$ cat config.mk
export PLATFORM = sky130hd
export DESIGN_NAME = task_scheduler_fifo_rr_sjf
export DESIGN_NICKNAME = d
export VERILOG_FILES = /design/src/hdl/tsfrs_pkg.sv /design/src/hdl/tsfrs_mod.sv /design/src/hdl/tsfrs_queue.sv /design/src/hdl/task_scheduler_fifo_rr_sjf.sv
export SDC_FILE = /design/constraint.sdc
export NUM_CORES = 2
export LEC_CHECK = 0
export ABC_AREA = 1
export BUFFER_PORTS_ARGS = -buffer_cell sky130_fd_sc_hd__buf_2
export CAP_MARGIN = 20
export CORE_ASPECT_RATIO = 0.7
export CORE_MARGIN = 2
export CORE_UTILIZATION = 45
export DETAILED_ROUTE_END_ITERATION = 10
export PLACE_DENSITY_LB_ADDON = 0.25
export SYNTH_ARGS = -nofsm -noshare
export SYNTH_HDL_FRONTEND = slang
export SYNTH_HIERARCHICAL = 1
export SYNTH_SLANG_ARGS = --single-unit
$ cat constraint.sdc
create_clock -name clock -period 8.7 [get_ports clock]
set_input_delay 2.175 -clock clock [delete_from_list [all_inputs] [get_ports clock]]
set_output_delay 2.175 -clock clock [all_outputs]
set_load 0.02 [all_outputs]
$ cat src/hdl/tsfrs_pkg.sv
package tsfrs_pkg;

   localparam int MAX_TASKS  = 16;
   localparam int IDX_W      = $clog2(MAX_TASKS);
   localparam int CNT_W      = $clog2(MAX_TASKS + 1);
   localparam int TIME_W     = 24;
   localparam int QUANT_W    = 16;
   localparam int POL_W      = 2;
   localparam int TCNT_W     = 5;
   localparam int CSR_IDX_W  = 2;
   localparam int CSR_DATA_W = 16;

   localparam logic [POL_W-1:0] POL_FIFO = 2'd0;
   localparam logic [POL_W-1:0] POL_RR   = 2'd1;
   localparam logic [POL_W-1:0] POL_SJF  = 2'd2;
   localparam logic [POL_W-1:0] POL_SRT  = 2'd3;

   localparam logic [CSR_IDX_W-1:0] CSR_POLICY     = 2'd0;
   localparam logic [CSR_IDX_W-1:0] CSR_TASK_COUNT = 2'd1;
   localparam logic [CSR_IDX_W-1:0] CSR_QUANTUM    = 2'd2;

   localparam logic [TCNT_W-1:0]  TASK_COUNT_RESET = 5'd1;
   localparam logic [QUANT_W-1:0] QUANTUM_RESET    = 16'd500;

   localparam logic        ACT_LOAD = 1'b0;
   localparam logic        ACT_TICK = 1'b1;

   // slot code meaning "nothing running"
   localparam logic [CNT_W-1:0] TASK_NONE = CNT_W'(MAX_TASKS);

   typedef struct packed {
      logic              action;
      logic [TIME_W-1:0] arrival_time;
      logic [TIME_W-1:0] run_length;
   } req_type;

   typedef struct packed {
      logic              run_valid;
      logic [3:0]        run_index;
      logic              switched;
      logic              first_start;
      logic              finished_valid;
      logic [3:0]        finished_index;
      logic              all_done;
      logic [TIME_W-1:0] tick_time;
   } rsp_type;

   typedef struct packed {
      logic             push;
      logic             pop;
      logic [IDX_W-1:0] push_idx;
   } qcmd_type;

endpackage

$ cat src/hdl/tsfrs_mod.sv
module tsfrs_mod (
   input  logic                          clock,
   input  logic                          reset,
   input  logic                          start,
   input  logic [tsfrs_pkg::TIME_W-1:0]  dividend,
   input  logic [tsfrs_pkg::QUANT_W-1:0] divisor,
   output logic                          done,
   output logic                          zero
);
   import tsfrs_pkg::*;

   localparam int CW = $clog2(TIME_W + 1);

   logic              busy_ff;
   logic              done_ff;
   logic [CW-1:0]     cnt_ff;
   logic [TIME_W-1:0] dvd_ff;
   logic [QUANT_W-1:0] dsr_ff;
   logic [QUANT_W-1:0] rem_ff;
   logic [QUANT_W:0]  shifted;

   // restoring remainder, one dividend bit per cycle
   assign shifted = {rem_ff, dvd_ff[TIME_W-1]};

   always_ff @(posedge clock) begin
      if (reset) begin
         busy_ff <= 1'b0;
         done_ff <= 1'b0;
         cnt_ff  <= '0;
      end else begin
         done_ff <= busy_ff && (cnt_ff == CW'(1));
         if (start) begin
            busy_ff <= 1'b1;
            cnt_ff  <= CW'(TIME_W);
         end else if (busy_ff) begin
            cnt_ff <= cnt_ff - CW'(1);
            if (cnt_ff == CW'(1)) busy_ff <= 1'b0;
         end
      end
   end

   always_ff @(posedge clock) begin
      if (start) begin
         dvd_ff <= dividend;
         dsr_ff <= (divisor == '0) ? QUANT_W'(1) : divisor;
         rem_ff <= '0;
      end else if (busy_ff) begin
         dvd_ff <= {dvd_ff[TIME_W-2:0], 1'b0};
         if (shifted >= {1'b0, dsr_ff}) rem_ff <= QUANT_W'(shifted - {1'b0, dsr_ff});
         else                           rem_ff <= shifted[QUANT_W-1:0];
      end
   end

   assign done = done_ff;
   assign zero = (rem_ff == '0);

endmodule

$ cat src/hdl/tsfrs_queue.sv
module tsfrs_queue (
   input  logic                          clock,
   input  logic                          reset,
   input  tsfrs_pkg::qcmd_type           cmd,
   output logic [tsfrs_pkg::CNT_W-1:0]   count,
   output logic [tsfrs_pkg::IDX_W-1:0]   pop_idx
);
   import tsfrs_pkg::*;

   logic [IDX_W-1:0] mem [MAX_TASKS];
   logic [IDX_W-1:0] head_ff;
   logic [CNT_W-1:0] count_ff;
   logic [IDX_W-1:0] pop_ff;
   logic [CNT_W:0]   pos_sum;
   logic [IDX_W-1:0] tail;
   logic             do_push;
   logic             do_pop;

   assign pos_sum = (CNT_W+1)'(head_ff) + (CNT_W+1)'(count_ff);
   assign tail    = (pos_sum >= (CNT_W+1)'(MAX_TASKS))
                    ? IDX_W'(pos_sum - (CNT_W+1)'(MAX_TASKS)) : IDX_W'(pos_sum);
   // a push into a full queue is dropped
   assign do_push = cmd.push && (count_ff < CNT_W'(MAX_TASKS));
   assign do_pop  = !do_push && cmd.pop && (count_ff != '0);

   always_ff @(posedge clock) begin
      if (reset) begin
         head_ff  <= '0;
         count_ff <= '0;
      end else if (do_push) begin
         count_ff <= count_ff + CNT_W'(1);
      end else if (do_pop) begin
         count_ff <= count_ff - CNT_W'(1);
         head_ff  <= (head_ff == IDX_W'(MAX_TASKS - 1)) ? '0 : head_ff + IDX_W'(1);
      end
   end

   // popped entry is held until the next pop
   always_ff @(posedge clock) begin
      if (do_push) mem[tail] <= cmd.push_idx;
      if (do_pop)  pop_ff <= mem[head_ff];
   end

   assign count   = count_ff;
   assign pop_idx = pop_ff;

endmodule

$ cat src/hdl/task_scheduler_fifo_rr_sjf.sv
// Single-processor task scheduler: FIFO, round robin, shortest job first,
// shortest remaining time.
// req channel (req_valid/req_stall/req_data): action 0 loads the next table
// slot with an arrival time and run length; action 1 runs one
// scheduling tick. rsp channel (rsp_valid/rsp_stall/rsp_data) returns one
// beat per tick and none per load.
// csr port writes policy, task_count and quantum; write only while idle.
// A tick's first pass over the active slots (up to 16) admits new tasks;
// FIFO or SJF then keeps a running task, and a second pass finds the
// minimum when FIFO or SJF has nothing running, and on every SRT tick.
// Round robin pops the ready queue when nothing runs, and otherwise tests
// the running task's slice with the bit-serial remainder unit (one time
// bit per cycle), popping the queue when the slice is up. Ticks that only
// hold the all-done state skip the passes; a tick that retires the last
// task ends after the retire check.
// One item is worked at a time; req_stall is high while a tick is in flight.
// The rsp output register holds a finished beat while the receiver stalls;
// the next item is still taken, and its beat waits for the register.
// Reset (synchronous) empties the table, the ready queue and all counters,
// sets time to zero and restores policy FIFO, task_count 1, quantum 500.
module task_scheduler_fifo_rr_sjf (
   input  logic                             clock,
   input  logic                             reset,
   input  logic                             req_valid,
   output logic                             req_stall,
   input  tsfrs_pkg::req_type               req_data,
   output logic                             rsp_valid,
   input  logic                             rsp_stall,
   output tsfrs_pkg::rsp_type               rsp_data,
   input  logic                             csr_we,
   input  logic [tsfrs_pkg::CSR_IDX_W-1:0]  csr_index,
   input  logic [tsfrs_pkg::CSR_DATA_W-1:0] csr_wdata
);
   import tsfrs_pkg::*;

   localparam logic [3:0] S_IDLE   = 4'd0;
   localparam logic [3:0] S_CHK    = 4'd1;
   localparam logic [3:0] S_ADM    = 4'd2;
   localparam logic [3:0] S_PICK   = 4'd3;
   localparam logic [3:0] S_MOD    = 4'd4;
   localparam logic [3:0] S_POP    = 4'd5;
   localparam logic [3:0] S_POPCHK = 4'd6;
   localparam logic [3:0] S_SCAN   = 4'd7;
   localparam logic [3:0] S_APPLY  = 4'd8;
   localparam logic [3:0] S_EMIT   = 4'd9;

   // config
   logic [POL_W-1:0]   policy_ff;
   logic [TCNT_W-1:0]  tcount_ff;
   logic [QUANT_W-1:0] quantum_ff;

   // task tables
   logic [TIME_W-1:0] arr_mem [MAX_TASKS];
   logic [TIME_W-1:0] rem_mem [MAX_TASKS];
   logic [TIME_W-1:0] arr_rd_ff;
   logic [TIME_W-1:0] rem_rd_ff;
   logic [IDX_W-1:0]  rem_ra;
   logic              rem_we;
   logic [IDX_W-1:0]  rem_wa;
   logic [TIME_W-1:0] rem_wd;

   logic [3:0]           state_ff;
   logic [MAX_TASKS-1:0] arrived_ff;
   logic [MAX_TASKS-1:0] started_ff;
   logic [CNT_W-1:0]     cur_ff;
   logic [CNT_W-1:0]     nxt_ff;
   logic [TIME_W-1:0]    cur_rem_ff;
   logic [TIME_W-1:0]    sel_rem_ff;
   logic [TIME_W-1:0]    last_sw_ff;
   logic [TIME_W-1:0]    time_ff;
   logic [CNT_W-1:0]     fin_tot_ff;
   logic [CNT_W-1:0]     loaded_ff;
   logic [CNT_W-1:0]     n_ff;
   logic [CNT_W-1:0]     lim_ff;
   logic [CNT_W-1:0]     idx_ff;
   logic [IDX_W-1:0]     pidx_ff;
   logic                 pvld_ff;
   logic [CNT_W-1:0]     best_ff;
   logic [TIME_W-1:0]    best_key_ff;
   logic [TIME_W-1:0]    best_rem_ff;
   logic                 fin_v_ff;
   logic [IDX_W-1:0]     fin_i_ff;
   rsp_type              res_ff;
   logic                 rsp_valid_ff;
   rsp_type              rsp_data_ff;

   logic              req_go;
   logic              load_go;
   logic [CNT_W-1:0]  n_now;
   logic [CNT_W-1:0]  lim_now;
   logic              out_free;
   logic              scan_end;
   logic              admit;
   logic              kept_np;
   logic              do_pop;
   logic              mod_start;
   logic              mod_done;
   logic              mod_zero;
   logic [TIME_W-1:0] scan_key;
   logic              scan_take;
   logic              sw;
   logic [CNT_W-1:0]  run_task;
   logic [TIME_W-1:0] run_rem;
   logic              run_on;
   logic [TIME_W-1:0] time_inc;
   qcmd_type          qcmd;
   logic [CNT_W-1:0]  q_count;
   logic [IDX_W-1:0]  q_pop_idx;

   assign req_stall = (state_ff != S_IDLE);
   assign req_go    = req_valid && !req_stall;
   assign load_go   = req_go && (req_data.action == ACT_LOAD)
                      && (loaded_ff < CNT_W'(MAX_TASKS));
   assign out_free  = !rsp_valid_ff || !rsp_stall;

   // active task count: 0 acts as 1, clipped to table size
   always_comb begin
      if (tcount_ff == '0)                        n_now = CNT_W'(1);
      else if (32'(tcount_ff) > 32'(MAX_TASKS))   n_now = CNT_W'(MAX_TASKS);
      else                                        n_now = CNT_W'(tcount_ff);
      lim_now = (n_now < loaded_ff) ? n_now : loaded_ff;
   end

   // scan pipeline: address at idx, compare in the next cycle at pidx
   assign scan_end = (idx_ff >= lim_ff) && !pvld_ff;
   assign admit    = pvld_ff && (arr_rd_ff == time_ff) && !arrived_ff[pidx_ff];
   assign scan_key = (policy_ff == POL_FIFO) ? arr_rd_ff : rem_rd_ff;
   assign scan_take = pvld_ff && arrived_ff[pidx_ff] && (rem_rd_ff != '0)
                      && ((best_ff == TASK_NONE) || (scan_key < best_key_ff));

   assign kept_np   = (cur_ff != TASK_NONE)
                      && ((policy_ff == POL_FIFO) || (policy_ff == POL_SJF));
   assign mod_start = (state_ff == S_PICK) && !kept_np && (policy_ff == POL_RR)
                      && (cur_ff != TASK_NONE);
   assign do_pop    = ((state_ff == S_PICK) && !kept_np && (policy_ff == POL_RR)
                       && (cur_ff == TASK_NONE))
                      || ((state_ff == S_MOD) && mod_done && mod_zero);

   // queue commands
   always_comb begin
      qcmd = '0;
      if (state_ff == S_ADM && admit) begin
         qcmd.push     = 1'b1;
         qcmd.push_idx = pidx_ff;
      end else if (state_ff == S_POPCHK && rem_rd_ff != '0 && cur_ff != TASK_NONE) begin
         // preempted task goes to the back
         qcmd.push     = 1'b1;
         qcmd.push_idx = cur_ff[IDX_W-1:0];
      end
      qcmd.pop = do_pop && (q_count != '0);
   end

   // commit of the chosen task
   assign sw       = (nxt_ff != TASK_NONE) && (nxt_ff != cur_ff);
   assign run_task = sw ? nxt_ff : cur_ff;
   assign run_rem  = sw ? sel_rem_ff : cur_rem_ff;
   assign run_on   = (run_task != TASK_NONE);
   assign time_inc = (time_ff != '1) ? time_ff + TIME_W'(1) : time_ff;

   always_comb begin
      unique case (state_ff)
         S_IDLE:  rem_ra = cur_ff[IDX_W-1:0];
         S_POP:   rem_ra = q_pop_idx;
         default: rem_ra = idx_ff[IDX_W-1:0];
      endcase
   end

   always_comb begin
      rem_we = 1'b0;
      rem_wa = loaded_ff[IDX_W-1:0];
      rem_wd = (req_data.run_length == '0) ? TIME_W'(1) : req_data.run_length;
      if (load_go) begin
         rem_we = 1'b1;
      end else if (state_ff == S_APPLY && run_on) begin
         rem_we = 1'b1;
         rem_wa = run_task[IDX_W-1:0];
         rem_wd = run_rem - TIME_W'(1);
      end
   end

   always_ff @(posedge clock) begin
      if (load_go) arr_mem[loaded_ff[IDX_W-1:0]] <= req_data.arrival_time;
      if (rem_we)  rem_mem[rem_wa] <= rem_wd;
      arr_rd_ff <= arr_mem[idx_ff[IDX_W-1:0]];
      rem_rd_ff <= rem_mem[rem_ra];
   end

   always_ff @(posedge clock) begin
      if (reset) begin
         policy_ff  <= POL_FIFO;
         tcount_ff  <= TASK_COUNT_RESET;
         quantum_ff <= QUANTUM_RESET;
      end else if (csr_we) begin
         unique case (csr_index)
            CSR_POLICY:     policy_ff  <= csr_wdata[POL_W-1:0];
            CSR_TASK_COUNT: tcount_ff  <= csr_wdata[TCNT_W-1:0];
            CSR_QUANTUM:    quantum_ff <= csr_wdata[QUANT_W-1:0];
            default: ;
         endcase
      end
   end

   // sequencer
   always_ff @(posedge clock) begin
      if (reset) begin
         state_ff   <= S_IDLE;
         arrived_ff <= '0;
         started_ff <= '0;
         cur_ff     <= TASK_NONE;
         last_sw_ff <= '0;
         time_ff    <= '0;
         fin_tot_ff <= '0;
         loaded_ff  <= '0;
         pvld_ff    <= 1'b0;
      end else begin
         unique case (state_ff)
            S_IDLE: begin
               if (load_go) loaded_ff <= loaded_ff + CNT_W'(1);
               if (req_go && req_data.action == ACT_TICK) begin
                  n_ff   <= n_now;
                  lim_ff <= lim_now;
                  if (fin_tot_ff >= n_now) begin
                     // everything finished: frozen tick
                     res_ff   <= '{run_valid: 1'b0, run_index: 4'd0, switched: 1'b0,
                                   first_start: 1'b0, finished_valid: 1'b0,
                                   finished_index: 4'd0, all_done: 1'b1,
                                   tick_time: time_ff};
                     state_ff <= S_EMIT;
                  end else begin
                     state_ff <= S_CHK;
                  end
               end
            end
            S_CHK: begin
               idx_ff     <= '0;
               pvld_ff    <= 1'b0;
               cur_rem_ff <= rem_rd_ff;
               if (cur_ff != TASK_NONE && rem_rd_ff == '0) begin
                  // retire the finished task
                  fin_v_ff   <= 1'b1;
                  fin_i_ff   <= cur_ff[IDX_W-1:0];
                  cur_ff     <= TASK_NONE;
                  fin_tot_ff <= fin_tot_ff + CNT_W'(1);
                  if (fin_tot_ff + CNT_W'(1) >= n_ff) begin
                     res_ff   <= '{run_valid: 1'b0, run_index: 4'd0, switched: 1'b0,
                                   first_start: 1'b0, finished_valid: 1'b1,
                                   finished_index: 4'(cur_ff[IDX_W-1:0]),
                                   all_done: 1'b1, tick_time: time_ff};
                     state_ff <= S_EMIT;
                  end else begin
                     state_ff <= S_ADM;
                  end
               end else begin
                  fin_v_ff <= 1'b0;
                  fin_i_ff <= '0;
                  state_ff <= S_ADM;
               end
            end
            S_ADM: begin
               if (admit) arrived_ff[pidx_ff] <= 1'b1;
               pidx_ff <= idx_ff[IDX_W-1:0];
               pvld_ff <= (idx_ff < lim_ff);
               if (idx_ff < lim_ff) idx_ff <= idx_ff + CNT_W'(1);
               if (scan_end) state_ff <= S_PICK;
            end
            S_PICK: begin
               idx_ff      <= '0;
               pvld_ff     <= 1'b0;
               best_ff     <= TASK_NONE;
               best_key_ff <= '0;
               best_rem_ff <= '0;
               if (kept_np) begin
                  nxt_ff   <= cur_ff;
                  state_ff <= S_APPLY;
               end else if (policy_ff == POL_RR) begin
                  if (cur_ff != TASK_NONE) begin
                     state_ff <= S_MOD;
                  end else if (q_count != '0) begin
                     state_ff <= S_POP;
                  end else begin
                     nxt_ff   <= cur_ff;
                     state_ff <= S_APPLY;
                  end
               end else begin
                  state_ff <= S_SCAN;
               end
            end
            S_MOD: begin
               if (mod_done) begin
                  if (mod_zero && q_count != '0) begin
                     state_ff <= S_POP;
                  end else begin
                     nxt_ff   <= cur_ff;
                     state_ff <= S_APPLY;
                  end
               end
            end
            S_POP: state_ff <= S_POPCHK;
            S_POPCHK: begin
               // a finished task popped from the queue counts as an empty pop
               if (rem_rd_ff == '0) begin
                  nxt_ff <= cur_ff;
               end else begin
                  nxt_ff     <= CNT_W'(q_pop_idx);
                  sel_rem_ff <= rem_rd_ff;
               end
               state_ff <= S_APPLY;
            end
            S_SCAN: begin
               if (scan_take) begin
                  best_ff     <= CNT_W'(pidx_ff);
                  best_key_ff <= scan_key;
                  best_rem_ff <= rem_rd_ff;
               end
               pidx_ff <= idx_ff[IDX_W-1:0];
               pvld_ff <= (idx_ff < lim_ff);
               if (idx_ff < lim_ff) idx_ff <= idx_ff + CNT_W'(1);
               if (scan_end) begin
                  nxt_ff     <= best_ff;
                  sel_rem_ff <= best_rem_ff;
                  state_ff   <= S_APPLY;
               end
            end
            S_APPLY: begin
               if (sw) begin
                  started_ff[nxt_ff[IDX_W-1:0]] <= 1'b1;
                  cur_ff     <= nxt_ff;
                  last_sw_ff <= time_ff;
               end
               res_ff   <= '{run_valid: run_on,
                             run_index: run_on ? 4'(run_task[IDX_W-1:0]) : 4'd0,
                             switched: sw,
                             first_start: sw && !started_ff[nxt_ff[IDX_W-1:0]],
                             finished_valid: fin_v_ff,
                             finished_index: 4'(fin_i_ff),
                             all_done: 1'b0,
                             tick_time: time_ff};
               time_ff  <= time_inc;
               state_ff <= S_EMIT;
            end
            S_EMIT: begin
               if (out_free) state_ff <= S_IDLE;
            end
            default: state_ff <= S_IDLE;
         endcase
      end
   end

   // output register
   always_ff @(posedge clock) begin
      if (reset) begin
         rsp_valid_ff <= 1'b0;
      end else if (state_ff == S_EMIT && out_free) begin
         rsp_valid_ff <= 1'b1;
      end else if (!rsp_stall) begin
         rsp_valid_ff <= 1'b0;
      end
   end

   always_ff @(posedge clock) begin
      if (state_ff == S_EMIT && out_free) rsp_data_ff <= res_ff;
   end

   assign rsp_valid = rsp_valid_ff;
   assign rsp_data  = rsp_data_ff;

   tsfrs_queue u_queue (
      .clock   (clock),
      .reset   (reset),
      .cmd     (qcmd),
      .count   (q_count),
      .pop_idx (q_pop_idx)
   );

   tsfrs_mod u_mod (
      .clock    (clock),
      .reset    (reset),
      .start    (mod_start),
      .dividend (time_ff - last_sw_ff),
      .divisor  (quantum_ff),
      .done     (mod_done),
      .zero     (mod_zero)
   );

`ifndef SYNTHESIS
   a_cur_range: assert property (@(posedge clock) disable iff (reset)
      cur_ff <= TASK_NONE)
      else $error("current task out of range");

   a_counts: assert property (@(posedge clock) disable iff (reset)
      (loaded_ff <= CNT_W'(MAX_TASKS)) && (fin_tot_ff <= CNT_W'(MAX_TASKS)))
      else $error("task counters overflow");

   a_run_has_work: assert property (@(posedge clock) disable iff (reset)
      (state_ff == S_APPLY && run_on) |-> (run_rem != '0))
      else $error("running task has no work left");

   a_emit: assert property (@(posedge clock) disable iff (reset)
      (state_ff == S_EMIT && out_free) |=> rsp_valid_ff)
      else $error("result beat not presented");
`endif

endmodule

==> metrics.md <==
| Metric | Value |
|---|---|
| Status | `finished clean` |
| H-tree Lvls | `4` |
| Final Max Tran Viols | `0` |
| Die W | `around 430 um` |
| Clk Tree Root Cell | `clkbuf_16` |
| Post-Synthesis Cells | `5294` |
| Least-Margin Pin Slew | `roughly 1100 ps` |
| Detailed-route DRC error count | `0` |
| CP max FO | `48` |
| Fin cells | `7090` |
| Vias/cell | `5.38` |
| Final HPWL DP | `92600 um` |
| Clock Skew | `30.3 ps` |
| Total Wirelength | `141000 um` |
| Power Dens Cells | `267 nW/um^2` |
| Dpl cells | `roughly 6900` |
| Post-synth ARST share | `0` |
| DIE HEIGHT | `300 um` |
| Post-CTS Resized | `0` |
| Post-synthesis cell area | `56500 um^2` |
| Synth Net Count | `5468` |
| Gr busiest metal | `met1` |
| Crit end category | `flop` |
| Max-Cap Viols | `0` |
| Setup CP Type | `flop to flop` |
| #FFs+latches synth | `1284` |
| I/O Buffers | `110` |
| Avg WL per Cell | `19.9 um` |
| Vias | `38113` |
| Leakage | `0.0233 uW` |
| Final min period | `4230 ps` |
| Tightest Hold Check Type | `flop to flop` |
| Hold_ws | `~410 ps` |
| Synth Flop Type | `edfxtp_1` |
| CTS Hold Bufs | `0` |
| Final setup violating endpoints | `0` |
| Clock latency at the later pin of the worst-skew pair | `750 ps` |
| Post-synth EDFFs | `between 1000 and 1500` |
| Initial core utilization | `0.455` |
| Worst slew margin | `0.292` |
| Number of global-route vias before repair | `35314` |
| GR Util met2 | `0.317` |
| Worst setup SP type | `flop` |
| Maximum clock insertion buffer count | `3` |
| Synth Area per Inst | `between 10 and 15 um^2` |
| First-pass GRT wire length | `215000 um` |
| NumNets Final | `5511` |
| Total CTS buffers | `130` |
| Row count | `~110` |
| Core area | `124000 um^2` |
| Worst vdd ir | `0.339 mV` |
| Share of layout cells above drive strength 1 | `0.0936` |
| Setup Total Neg Slack | `0 ps` |
| P&R area growth vs syn | `11.3%` |
| Fin crit share | `0.486` |
| Register area share after synthesis | `0.646` |
| Total die area | `128000 um^2` |
| Pin count of the biggest net entering global routing | `193` |
| FILL cells | `10904` |
| Initial antenna violation count | `6` |
| CTS tree | `done` |
| Grt ovf | `0` |
| Finished Core Util | `0.506` |
| # clock sinks | `approximately 1300` |
| Ys Warns | `6` |
| DR pass1 iterations | `6` |
| Iter 0 DRT Violations | `between 4000 and 5000` |
| Grt met1 use | `0.340` |
| Fmax achieved | `approximately 240 MHz` |
| CP required | `9010 ps` |
| GRT Util Overall | `0.219` |
| Final hold violation count | `0` |
| RSZ-0062 raised after global routing | `false` |
| Clock-pin slew on the worst setup and hold paths | `roughly 60 ps` |
| Antenna Nets Post-Route | `0` |
| # IOs | `between 100 and 150` |
| Placer Congestion | `0.905` |
| Post-CTS setup buffers | `0` |
| Worst EP arrival | `4540 ps` |
| Post-synth cell types | `slightly above 60` |
| Met3 usage | `0.0291` |
## synthesized netlist by cell type, types with 7 or more instances
| master | count | area, um^2 |
|---|---|---|
| buf_4 | 7 | 52.6 |
| nor2_4 | 13 | 146 |
| buf_2 | 66 | 330 |
| nor3_1 | 20 | 100 |
| nand2_4 | 8 | 90.1 |
| o221ai_1 | 50 | 438 |
| nand3_1 | 372 | 1860 |
| dfxtp_1 | 204 | 4080 |
| nand3_2 | 17 | 170 |
| nand2_1 | 901 | 3380 |
| o32ai_1 | 56 | 490 |
| buf_1 | 13 | 48.8 |
| o21a_1 | 12 | 90.1 |
| xnor2_1 | 19 | 166 |
| o21ai_1 | 29 | 145 |
| xor2_1 | 33 | 289 |
| clkbuf_1 | 139 | 522 |
| ha_1 | 98 | 1230 |
| nand3b_1 | 20 | 150 |
| o211ai_1 | 117 | 878 |
| o21ai_0 | 350 | 1750 |
| nor2_1 | 516 | 1940 |
| nor2_2 | 14 | 87.6 |
| a21oi_1 | 266 | 1330 |
| edfxtp_1 | 1080 | 32400 |
| o22ai_1 | 17 | 106 |
| buf_6 | 10 | 113 |
| nand4_1 | 31 | 194 |
| nand2_2 | 32 | 200 |
| mux2i_1 | 40 | 400 |
| nor4_1 | 23 | 144 |
| inv_2 | 23 | 86.3 |
| inv_1 | 625 | 2350 |
## worst max-delay path: stages, from the launching register on
cell      delay [ps]
edfxtp_1         520
nor2_4           280
nand2_4          100
nor2_4           130
o21bai_4         130
buf_4            500
nand2_1          130
o21ai_2          110
nand3_2          120
nand2_4          320
inv_2            350
o21ai_0          400
nand2_1          620
## sequential cells by signal, summed over array words and instances, names as in the netlist, 24 cells and up
name / flops
arr_mem: 384
rem_mem: 384
u_queue/mem: 64
res_ff: 37
rsp_data: 37
arr_rd_ff: 24
best_key_ff: 24
best_rem_ff: 24
cur_rem_ff: 24
last_sw_ff: 24
rem_rd_ff: 24
sel_rem_ff: 24
time_ff: 24
u_mod/dvd_ff: 24
## placed cells by master (no fill, tap or decap), types with 98 or more instances in the layout
cell / synthesis / layout
edfxtp_1: 1080 / 1080
nor2_1: 516 / 478
nand3_1: 372 / 372
dfxtp_1: 204 / 204
inv_1: 625 / 623
o211ai_1: 117 / 117
o21ai_0: 350 / 350
a21oi_1: 266 / 261
nand2_1: 901 / 901
clkbuf_16: 0 / 134
buf_2: 66 / 110
ha_1: 98 / 98
## metrics by stage
step                area [um^2]  power, uW  setup WS (ps)
finish                    62900      16800           4470
global route              62900      17500           4170
CTS                       62900      16900           4470
detailed placement        58700      11300           3720
global placement          58700      11300           3680
floorplan                 56500       9910           2880
## layer usage
layer  wire, um  vias up
met1      68000    18320
li1           -    18423
met2      60800     1179
met3       9150      191
met4       3200        0
met5          0        -
## layout make-up
| type | count | area [um^2] | area share |
|---|---|---|---|
| clock buffers | 172 | 3550 | 0.0564 |
| repair buffers | 150 | 876 | 0.0139 |
| well taps | 1650 | 2060 | 0.0328 |
| clock inverters | 60 | 642 | 0.0102 |
| diodes | 3 | 7.51 | 0.000119 |
| inverters | 653 | 2460 | 0.0391 |
| flip-flops and latches | 1284 | 36500 | 0.581 |
| multi-input cells | 3118 | 16800 | 0.267 |
## cell families after synthesis
| family | synth area share |
|---|---|
| AND/OR/NAND/NOR | 0.152 |
| flip-flops | 0.646 |
| buffers and inverters | 0.0635 |
| adder cells (fa/ha/maj) | 0.0231 |
| multiplexers | 0.00709 |
| AO/OA/AOI/OAI | 0.0995 |
| XOR/XNOR | 0.00806 |
## where the power goes
group | leakage [uW] | internal, uW | switching [uW]
sequential | 0.0114 | 7110 | 259
clock | 0.00204 | 3180 | 2370
combinational | 0.00994 | 1080 | 2770
## worst paths after layout
check                                    startpoint                       to  slack, ps  depth (start not counted)
worst max-delay path            nxt_ff[1]$_DFFE_PP_  rem_mem[3][6]$_DFFE_PP_       4470                         12
worst min-delay path            res_ff[7]$_DFFE_PP_    rsp_data[7]$_DFFE_PP_        410                          0
worst max register to register  nxt_ff[1]$_DFFE_PP_  rem_mem[3][6]$_DFFE_PP_       4470                         12
worst min register to register  res_ff[7]$_DFFE_PP_    rsp_data[7]$_DFFE_PP_        410                          0
Note: power is estimated with default switching activity, not from simulation.
